**src/rtl/bcsh_pkg.sv**
```systemverilog
`timescale 1ns / 1ps

package bcsh_pkg;

	// fixed field widths
	localparam int MOM_BIN_W  = 4;
	localparam int MASS_BIN_W = 5;
	localparam int TABLE_BINS = 10;

	// mass binning: 12 MeV steps from 1750 MeV, divide by 12 through a reciprocal
	localparam logic [11:0] MASS_LOW_MEV  = 12'd1750;
	localparam logic [11:0] MASS_RECIP_12 = 12'd2731;  // ceil(2^15 / 12)
	localparam int          MASS_RECIP_SH = 15;

	typedef enum logic [1:0] {
		CMD_CAND  = 2'd0,
		CMD_READ  = 2'd1,
		CMD_CLEAR = 2'd2,
		CMD_NOP   = 2'd3
	} cmd_e;

	typedef enum logic [1:0] {
		REG_ETA_LIMIT    = 2'd0,
		REG_WANTED_TYPE  = 2'd1,
		REG_MIN_MOMENTUM = 2'd2
	} cfg_reg_e;

	typedef enum logic [2:0] {
		ST_CLEAR,
		ST_IDLE,
		ST_CALC,
		ST_READ,
		ST_UPDATE
	} state_t;

	typedef struct packed {
		logic [1:0]  command;
		logic [15:0] momentum;
		logic [11:0] pseudorapidity;
		logic [11:0] mass_mev;
		logic [3:0]  cand_kind;
		logic [15:0] pointing_angle;
		logic [15:0] vertex_prob;
		logic [15:0] flight_signif;
		logic [8:0]  entry_index;
	} in_item_t;

	typedef struct packed {
		logic                  accepted;
		logic [MOM_BIN_W-1:0]  momentum_bin;
		logic [MASS_BIN_W-1:0] mass_bin;
		logic [31:0]           count_value;
	} out_item_t;

	typedef struct packed {
		logic [1:0]  index;
		logic [15:0] value;
	} cfg_wr_t;

	// controller to datapath
	typedef struct packed {
		logic load_s1;
		logic load_s2;
		logic update;
		logic clr_step;
	} ctrl_cmd_t;

	// datapath to controller
	typedef struct packed {
		logic clr_last;
	} dp_status_t;

	// momentum edges in 1/16 GeV
	localparam logic [15:0] EDGE_TAB [TABLE_BINS] = '{
		16'd56, 16'd72, 16'd88, 16'd112, 16'd144,
		16'd176, 16'd208, 16'd256, 16'd320, 16'd448
	};

	// per-bin cuts, already in input units
	localparam logic [15:0] ANGLE_BELOW [TABLE_BINS] = '{
		16'd918, 16'd918, 16'd787, 16'd984, 16'd1033,
		16'd934, 16'd869, 16'd967, 16'd967, 16'd689
	};
	localparam logic [15:0] PROB_ABOVE [TABLE_BINS] = '{
		16'd17498, 16'd17498, 16'd13697, 16'd7405, 16'd6094,
		16'd3735, 16'd49152, 16'd1638, 16'd44564, 16'd1179
	};
	localparam logic [15:0] SIGNIF_ABOVE [TABLE_BINS] = '{
		16'd975, 16'd975, 16'd1000, 16'd1003, 16'd965,
		16'd913, 16'd862, 16'd737, 16'd693, 16'd673
	};

endpackage

```
**src/rtl/bcsh_ctrl.sv**
```systemverilog
`timescale 1ns / 1ps

module bcsh_ctrl import bcsh_pkg::*; (
	input  logic       clk,
	input  logic       arst_n,
	input  logic       cand_valid,
	output logic       cand_ready,
	output logic       res_valid,
	input  logic       res_ready,
	input  dp_status_t status,
	output ctrl_cmd_t  cmd
);

	state_t state_q;
	state_t state_d;
	logic   res_valid_q;
	logic   out_free;

	// output register can take a new result this cycle
	assign out_free = !res_valid_q || res_ready;

	always_comb begin
		state_d = state_q;
		case (state_q)
			ST_CLEAR: begin
				if (status.clr_last)
					state_d = ST_IDLE;
			end
			ST_IDLE: begin
				if (cand_valid)
					state_d = ST_CALC;
			end
			ST_CALC:   state_d = ST_READ;
			ST_READ:   state_d = ST_UPDATE;
			ST_UPDATE: begin
				if (out_free)
					state_d = cand_valid ? ST_CALC : ST_IDLE;
			end
			default:   state_d = ST_CLEAR;
		endcase
	end

	always_comb begin
		cmd          = '0;
		cand_ready   = 1'b0;
		case (state_q)
			ST_CLEAR: begin
				cmd.clr_step = 1'b1;
			end
			ST_IDLE: begin
				cand_ready = 1'b1;
			end
			ST_CALC: begin
				cmd.load_s2 = 1'b1;
			end
			ST_UPDATE: begin
				cmd.update = out_free;
				cand_ready = out_free;
			end
			default: begin
				cand_ready = 1'b0;
			end
		endcase
		cmd.load_s1 = cand_ready && cand_valid;
	end

	always_ff @(posedge clk or negedge arst_n) begin
		if (!arst_n) begin
			state_q     <= ST_CLEAR;
			res_valid_q <= 1'b0;
		end else begin
			state_q <= state_d;
			if (cmd.update)
				res_valid_q <= 1'b1;
			else if (res_ready)
				res_valid_q <= 1'b0;
		end
	end

	assign res_valid = res_valid_q;

endmodule

```
**config.mk**
```make
export PLATFORM = sky130hd
export DESIGN_NAME = bcsh_ctrl
export DESIGN_NICKNAME = d
export VERILOG_FILES = /design/src/rtl/bcsh_pkg.sv /design/src/rtl/bcsh_ctrl.sv
export SDC_FILE = /design/constraint.sdc
export NUM_CORES = 1
export LEC_CHECK = 0
export BUFFER_PORTS_ARGS = -buffer_cell sky130_fd_sc_hd__buf_2
export CORE_AREA = 2 2 39 41
export CTS_CLUSTER_DIAMETER = 80
export DETAILED_ROUTE_END_ITERATION = 10
export DIE_AREA = 0 0 41 43
export MAX_ROUTING_LAYER = met4
export PLACE_DENSITY = 0.45
export SLEW_MARGIN = 20
export SYNTH_ARGS = -nofsm -noshare
export SYNTH_HDL_FRONTEND = slang
export SYNTH_SLANG_ARGS = --single-unit
```
**constraint.sdc**
```tcl
create_clock -name clk -period 1.55 [get_ports clk]
set_clock_uncertainty 0.15 [all_clocks]
set_input_delay 0.31 -clock clk [delete_from_list [all_inputs] [get_ports clk]]
set_output_delay 0.31 -clock clk [all_outputs]
set_load 0.02 [all_outputs]
```
==> flow_summary.ini, run 1 <==
[worst_setup_path]
crit-reg2reg-launch = state_q[0]
rr_endpoint = state_q[2]
start_kind = register
endpoint = cmd[1]
critPathCaptureType = primary output
setup.worst_path.start = state_q[0]
worstRegToRegCells = 3
critPathKind = register to primary output
r2r_slack_ps = 220
path_max_fanout = 5
path_cells = or3b_4, nor2b_4, buf_6
arrival_ps = 1310
critPathRequiredTime_ps = 1090
crit_slowest_cell = dfrtp_1
slowest_delay_ps = 410

[cells_and_area]
diodes = 0
drive_gt1_share_pct = 60.47
fin_nets = 50
mostFrequentLayoutCells = buf_2 (7), buf_4 (5), buf_6 (4), dfrtp_1 (4)
final_common_cell = buf_2
fin_cells = 59
areaGrowthSynthToFinish_pct = 76.34
nFillCells = 147

[clock_tree]
clockBufferDepth = 2
ctsHtreeMaxLevel = 1
cts_tree = done
cts_inserted_buffers = 3
cts_root_buf = clkbuf_4
clkSinkCount = 4
insertion_delay_ps = 240
clkTransAtPathRegs_ps = 40

[global_routing]
grt_usage_pct = 10.21
grt_antenna_before_repair = 0
grt_pass1_vias = 243
grt_max_degree = 9
grt_overflow = 0
grt_pass1_wl_mm = 1.028

[sta]
min_period_over_period_pct = 114.5
finalWorstSetupSlack_ps = -224.0
slew_headroom_pct = 86.62
tightest_slew_ps = 200.7
hold_viol = 0
whs_ps = 148.1
fmax_ghz = 0.5637
post-route-min-period_ps = 1774
slew_viol_final = 0
rsz0062_at_grt = yes
setup_viol = 5

[hold_path]
hold_class = input port to register
min_path_cells = 2

[route]
wl_per_cell_um = 10.05
wl_um = 593
drtIter0Drc = 2
drc = 0
vias_per_cell = 4.051
vias = 239
drt_pre_antenna_iters = 2
final_antenna_net_count = 0

[die]
boundaryPins = 11
die_w_um = 41
row_count = 14
start_util_pct = 16.82
coreArea_um2 = 1384
fp.dieArea_um2 = 1763
fp.dieH_um = 43

[synthesis]
synth_top_cell_by_area = dfrtp_1
synth_area_per_cell_um2 = 9.697
synth.top_cell.area_share_pct = 43.01
synth.distinct_cells = 17
synth_area_um2 = 232.7
ys_seq_area_share_pct = 43.01
synth_area_leaders = dfrtp_1 (43%), nor2b_4 (5.9%), buf_6 (4.8%), nand2_1 (4.8%), or3b_4 (4.8%)
ys_seq_elements = 4
ys_warn_count = 0
syn-num-nets = 29
syn_inst = 24

[run]
cap_viol_max_count = 0

[power_and_ir_drop]
p_leak_nw = 0.2114
ir_drop_v = 0.0007528
power.density_nw_per_um2 = 2086
p_total_w = 0.0008562

[placement]
globalplace.congestion = 0.6680
dp.cells = 54
portBuffers = 10

[status]
violations = negative setup slack
status = finished with violations
## state kept, by name, summed over array words and instances (netlist names)
| name | cells |
|---|---|
| state_q | 3 |
| res_valid | 1 |
## cells by family after synthesis
family                 synth area share [%]
AOI/OAI and AO/OA                     14.52
DFF                                   43.01
buffers and inverters                 4.838
and+or+nand+nor                       37.64
## routing by layer
metal	global-route usage, %	part of all wire [%]
met5	-	0
met1	11.33	46
met2	11.25	41
met4	8.000	2.4
met3	8.377	10
## per-stage QoR
| stage | worst slack [ps] | area [um2] | setup TNS, ps | util [%] |
|---|---|---|---|---|
| global placement | -17.35 | 334.1 | -17.35 | 24.14 |
| floorplan | 16.62 | 237.7 | 0 | - |
| CTS | -230.6 | 406.6 | -811.7 | 29.39 |
| global route | -284.2 | 410.4 | -1130 | 29.66 |
| finish | -224.0 | 410.4 | -703.5 | 29.66 |
| detailed placement | -14.51 | 334.1 | -21.08 | 24.14 |
## repair_timing
item,in CTS,in global routing
pin swaps,2,1
cloned,0,0
hold buffers,1,0
endpoints found under the setup margin,5,5
resized for setup,10,1
setup buffers,2,1
hold endpoints to repair,4,0
## power breakdown
part / leakage (nW) / internal, W / total, W / switching [W]
registers: 0.0519 / 0.000148 / 0.000185 / 0.0000366
clock network: 0.0138 / 0.0000870 / 0.000135 / 0.0000478
logic: 0.146 / 0.000268 / 0.000536 / 0.000268
total: 0.211 / 0.000504 / 0.000856 / 0.000352
## final cells by class
type	instances	area (um2)	share of cell area (%)
Clock buffer	3	22.52	5.488
Multi-Input combinational cell	19	140.1	34.15
Timing Repair Buffer	17	127.6	31.10
Tap cell	16	20.02	4.878
Sequential cell	4	100.1	24.39
## synthesized netlist by cell type
cell type	number
a211o_2	1
a21oi_1	1
and2_1	1
and2b_1	1
buf_6	1
dfrtp_1	4
nand2_1	3
nand2b_1	1
nor2_1	2
nor2b_1	1
nor2b_4	1
nor3_1	2
nor3b_1	1
o21ai_0	1
o22ai_1	1
o31ai_1	1
or3b_4	1
## worst min-delay path by stage
stage,slack [ps],start,end
floorplan,-140,arst_n,res_valid
global placement,-20,arst_n,res_valid
detailed placement,-20,arst_n,res_valid
CTS,140,cand_valid,state_q[0]
global route,150,cand_valid,state_q[0]
finish,150,cand_valid,state_q[0]
## worst max-delay path: cells and delay by family (launching register included)
| family | cells | cell delay (ps) |
|---|---|---|
| buffers and inverters | 1 | 130 |
| DFF | 1 | 410 |
| and+or+nand+nor | 2 | 540 |
Note: power is estimated with default switching activity, not from simulation.
==> run 2: changes to the inputs <==
--- a/config.mk
+++ b/config.mk
@@ -7,6 +7,7 @@
 export LEC_CHECK = 0
 export BUFFER_PORTS_ARGS = -buffer_cell sky130_fd_sc_hd__buf_2
 export CORE_AREA = 2 2 39 41
+export CTS_BUF_LIST = sky130_fd_sc_hd__clkbuf_16
 export CTS_CLUSTER_DIAMETER = 80
 export DETAILED_ROUTE_END_ITERATION = 10
 export DIE_AREA = 0 0 41 43
==> flow_summary.ini, run 2 (same netlist as run 1, synthesis figures left out) <==
[worst_setup_path]
path_max_fanout = 6
start_kind = register
arrival_ps = 1300
critPathCaptureType = primary output
critPathKind = register to primary output
critPathRequiredTime_ps = 1090
crit_slowest_cell = or3b_4
slowest_delay_ps = 420
crit-reg2reg-launch = state_q[2]
rr_endpoint = state_q[2]
worstRegToRegCells = 3
r2r_slack_ps = 210
path_cells = or3b_4, nor2b_4, buf_6

[die]
boundaryPins = 11
fp.dieArea_um2 = 1763
start_util_pct = 16.82
fp.dieH_um = 43
row_count = 14
coreArea_um2 = 1384
die_w_um = 41

[sta]
setup_viol = 5
min_period_over_period_pct = 113.6
rsz0062_at_grt = yes
slew_headroom_pct = 86.49
whs_ps = 162.9
finalWorstSetupSlack_ps = -210.1
tightest_slew_ps = 202.6
slew_viol_final = 0
post-route-min-period_ps = 1760
fmax_ghz = 0.5681
hold_viol = 0

[placement]
globalplace.congestion = 0.6680
dpl_cell_area_um2 = 334.1
portBuffers = 10

[cells_and_area]
diodes = 0
top_register = state_q
fin_nets = 51
final_common_cell = buf_4
mostFrequentLayoutCells = buf_4 (8), buf_2 (7), dfrtp_1 (4)
largest_reg_flops = 3
drive_gt1_share_pct = 61.36
final_area_um2 = 462.9
areaGrowthSynthToFinish_pct = 98.92

[status]
violations = negative setup slack
status = finished with violations

[route]
drt_pre_antenna_iters = 2
drc = 0
vias = 243
final_antenna_net_count = 0
drtIter0Drc = 2
wl_um = 601
vias_per_cell = 4.050
wl_per_cell_um = 10.02

[hold_path]
min_path_cells = 3
hold_class = input port to register
worstHoldStart = status
whs_endpoint = state_q[0]

[power_and_ir_drop]
ir_drop_v = 0.001004
p_leak_nw = 0.2374
power.density_nw_per_um2 = 2423

[clock_tree]
cts_tree = done
clkTransAtPathRegs_ps = 30
insertion_delay_ps = 220
cts_inserted_buffers = 3
clockBufferDepth = 2
cts_root_buf = clkbuf_16
ctsHtreeMaxLevel = 1
clkSinkCount = 4

[global_routing]
grt_max_degree = 9
grt_pass1_wl_um = 959
grt_usage_pct = 9.485
grt_antenna_before_repair = 0
grt_pass1_vias = 230
grt_overflow = 0

[run]
cap_viol_max_count = 0
[run 2: changes by cell type in the layout (fill, tap and decap cells not counted), sizes merged]
| cell | delta |
|---|---|
| buf | +1 |
[run 2: routing by layer]
layer  vias up  wire length, um  GRT usage [%]
met1       102              260          10.36
li1        125                -              -
met2        14              256          11.25
met3         2               69          7.853
met4         0               14          6.000
met5         -                0              -
[run 2: worst max path at each step]
stage | to | from
3_3_place_gp | cmd[1] | state_q[0]
2_1_floorplan | cmd[1] | state_q[1]
4_1_cts | cmd[1] | state_q[2]
5_1_grt | cmd[1] | state_q[2]
6_report | cmd[1] | state_q[2]
3_5_place_dp | cmd[1] | state_q[0]
[run 2: layout make-up]
type                            instances  area (um2)
Clock buffer                            3       75.07
Fill cell                             141       920.9
Tap cell                               16       20.02
Timing Repair Buffer                   18       127.6
Sequential cell                         4       100.1
Multi-Input combinational cell         19       140.1
[run 2: stage by stage]
step / setup slack (ps) / TNS, ps / power [W] / instances / utilization (%)
floorplan: 16.62 / 0 / 0.0004737 / 24 / -
global route: -253.9 / -1038 / 0.001195 / 60 / 33.45
finish: -210.1 / -690.7 / 0.001122 / 60 / 33.45
global placement: -17.35 / -17.35 / 0.0006235 / 54 / 24.14
detailed placement: -14.51 / -21.08 / 0.0006169 / 54 / 24.14
CTS: -212.7 / -720.3 / 0.001124 / 59 / 32.91
[run 2: power by group]
part           switching (W)  internal, W
sequential         0.0000363     0.000149
combinational       0.000266     0.000267
clock              0.0000736     0.000330
[run 2: what timing repair did]
| item | 4_1_cts | 5_1_grt |
|---|---|---|
| gates resized for setup | 9 | 0 |
| hold buffers | 1 | 0 |
| setup endpoints to repair | 5 | 5 |
| setup buffers | 2 | 1 |
| pin swaps | 2 | 0 |
| hold endpoints to repair | 4 | 0 |
[run 2: worst max-delay path: cells and delay by family, from the launching register on]
family	cells	cell delay (ps)
flops	1	400
buf+inv	1	120
simple gates	2	550
==> run 3: changes to the inputs <==
--- a/config.mk
+++ b/config.mk
@@ -6,13 +6,15 @@
 export NUM_CORES = 1
 export LEC_CHECK = 0
 export BUFFER_PORTS_ARGS = -buffer_cell sky130_fd_sc_hd__buf_2
+export CELL_PAD_IN_SITES_DETAIL_PLACEMENT = 1
+export CELL_PAD_IN_SITES_GLOBAL_PLACEMENT = 1
 export CORE_AREA = 2 2 39 41
 export CTS_BUF_LIST = sky130_fd_sc_hd__clkbuf_16
 export CTS_CLUSTER_DIAMETER = 80
 export DETAILED_ROUTE_END_ITERATION = 10
 export DIE_AREA = 0 0 41 43
 export MAX_ROUTING_LAYER = met4
-export PLACE_DENSITY = 0.45
+export PLACE_DENSITY = 0.55
 export SLEW_MARGIN = 20
 export SYNTH_ARGS = -nofsm -noshare
 export SYNTH_HDL_FRONTEND = slang
==> flow_summary.ini, run 3 (same netlist as run 1, synthesis figures left out) <==
[cells_and_area]
final_common_cell = buf_4
mostFrequentLayoutCells = buf_4 (11), buf_2 (6), buf_6 (4), dfrtp_1 (4)
largest_reg_flops = 3
areaGrowthSynthToFinish_pct = 123.7
final_area_um2 = 520.5
diodes = 0
drive_gt1_share_pct = 68.75
fin_cells = 64
fin_nets = 55
final_util_pct = 37.61
top_register = state_q

[global_routing]
grt_usage_pct = 11.02
grt_pass1_wl_mm = 1.166
grt_max_degree = 9
grt_antenna_before_repair = 0
grt_pass1_vias = 286
grt_overflow = 0

[clock_tree]
cts_tree = done
cts_inserted_buffers = 3
ctsHtreeMaxLevel = 1
insertion_delay_ps = 220
cts_root_buf = clkbuf_16
clkTransAtPathRegs_ps = 30
clockBufferDepth = 2
clkSinkCount = 4

[route]
drt_pre_antenna_iters = 2
vias_per_cell = 4.172
wl_um = 774
drtIter0Drc = 1
vias = 267
wl_per_cell_um = 12.09
final_antenna_net_count = 0
drc = 0

[die]
start_util_pct = 16.82
fp.dieArea_um2 = 1763
fp.dieH_um = 43
row_count = 14
coreArea_um2 = 1384
boundaryPins = 11
die_w_um = 41

[power_and_ir_drop]
ir_drop_v = 0.0006890
p_leak_nw = 0.2629
power.density_nw_per_um2 = 2413

[sta]
min_period_over_period_pct = 111.4
rsz0062_at_grt = yes
finalWorstSetupSlack_ps = -177.0
post-route-min-period_ps = 1727
slew_viol_final = 0
setup_viol = 5
fmax_ghz = 0.5790
slew_headroom_pct = 86.99
hold_viol = 0
finalSetupTns_ps = -617.4
tightest_slew_ps = 195.1

[placement]
globalplace.congestion = 0.7737
portBuffers = 10
dp.cells = 55
dpl_cell_area_um2 = 341.6

[status]
status = finished with violations
violations = negative setup slack

[worst_setup_path]
critPathCaptureType = primary output
arrival_ps = 1270
critPathKind = register to primary output
worstRegToRegCells = 5
critPathRequiredTime_ps = 1090
start_kind = register
path_max_fanout = 4

[run]
cap_viol_max_count = 0

[hold_path]
min_path_cells = 2
hold_class = input port to register
[run 3: cell types whose count changed in the layout (fill, tap and decap cells not counted), sizes merged]
| cell | before | now |
|---|---|---|
| buf | 17 | 21 |
[run 3: layout make-up]
cell class | count | area, um2
multi-input combinational | 19 | 157.7
sequential | 4 | 100.1
clock buffer | 3 | 75.07
fill | 154 | 863.3
timing repair buffer | 22 | 167.7
tap | 16 | 20.02
[run 3: path summary, 6_finish.rpt]
path,start,end,slack (ps)
min,cand_valid,state_q[0],160
max in group asynchronous,arst_n,state_q[1],860
min reg2reg,state_q[1],state_q[0],480
max reg2reg,state_q[0],state_q[2],0
min in group asynchronous,arst_n,res_valid,270
max,state_q[0],cmd[1],-180
[run 3: what timing repair did]
action | in CTS | in global routing
setup endpoints to repair | 5 | 5
resized for setup | 12 | 3
hold endpoints to repair | 4 | 0
hold buffers | 1 | 0
setup buffers | 3 | 3
pin swaps | 3 | 0
[run 3: layer usage]
metal / track usage (%) / part of all wire, % / up-vias / wire (um)
li1: - / - / 133 / -
met2: 17.50 / 56 / 13 / 436
met4: 8.000 / 0 / 0 / 0
met3: 4.712 / 6.8 / 0 / 53
met1: 9.677 / 37 / 121 / 284
met5: - / 0 / - / 0
[run 3: through the flow]
stage	setup WS (ps)	power, W	hold WS, ps
floorplan	16.62	0.0004737	-135.6
global placement	13.99	0.0006559	-31.34
detailed placement	16.18	0.0006601	-30.31
CTS	-181.5	0.001193	157.5
global route	-233.1	0.001331	163.6
finish	-177.0	0.001256	163.6
[run 3: worst max-delay path, stage by stage (launching register included)]
cell and delay (ps):
dfrtp_1 390, or3b_4 400, nor2b_4 130, buf_6 120
[run 3: where the power goes]
group	total [W]	internal [W]	leakage (nW)	switching, W
Sequential	0.000179	0.000149	0.0519	0.0000303
Clock	0.000402	0.000330	0.0370	0.0000720
Combinational	0.000675	0.000347	0.174	0.000328
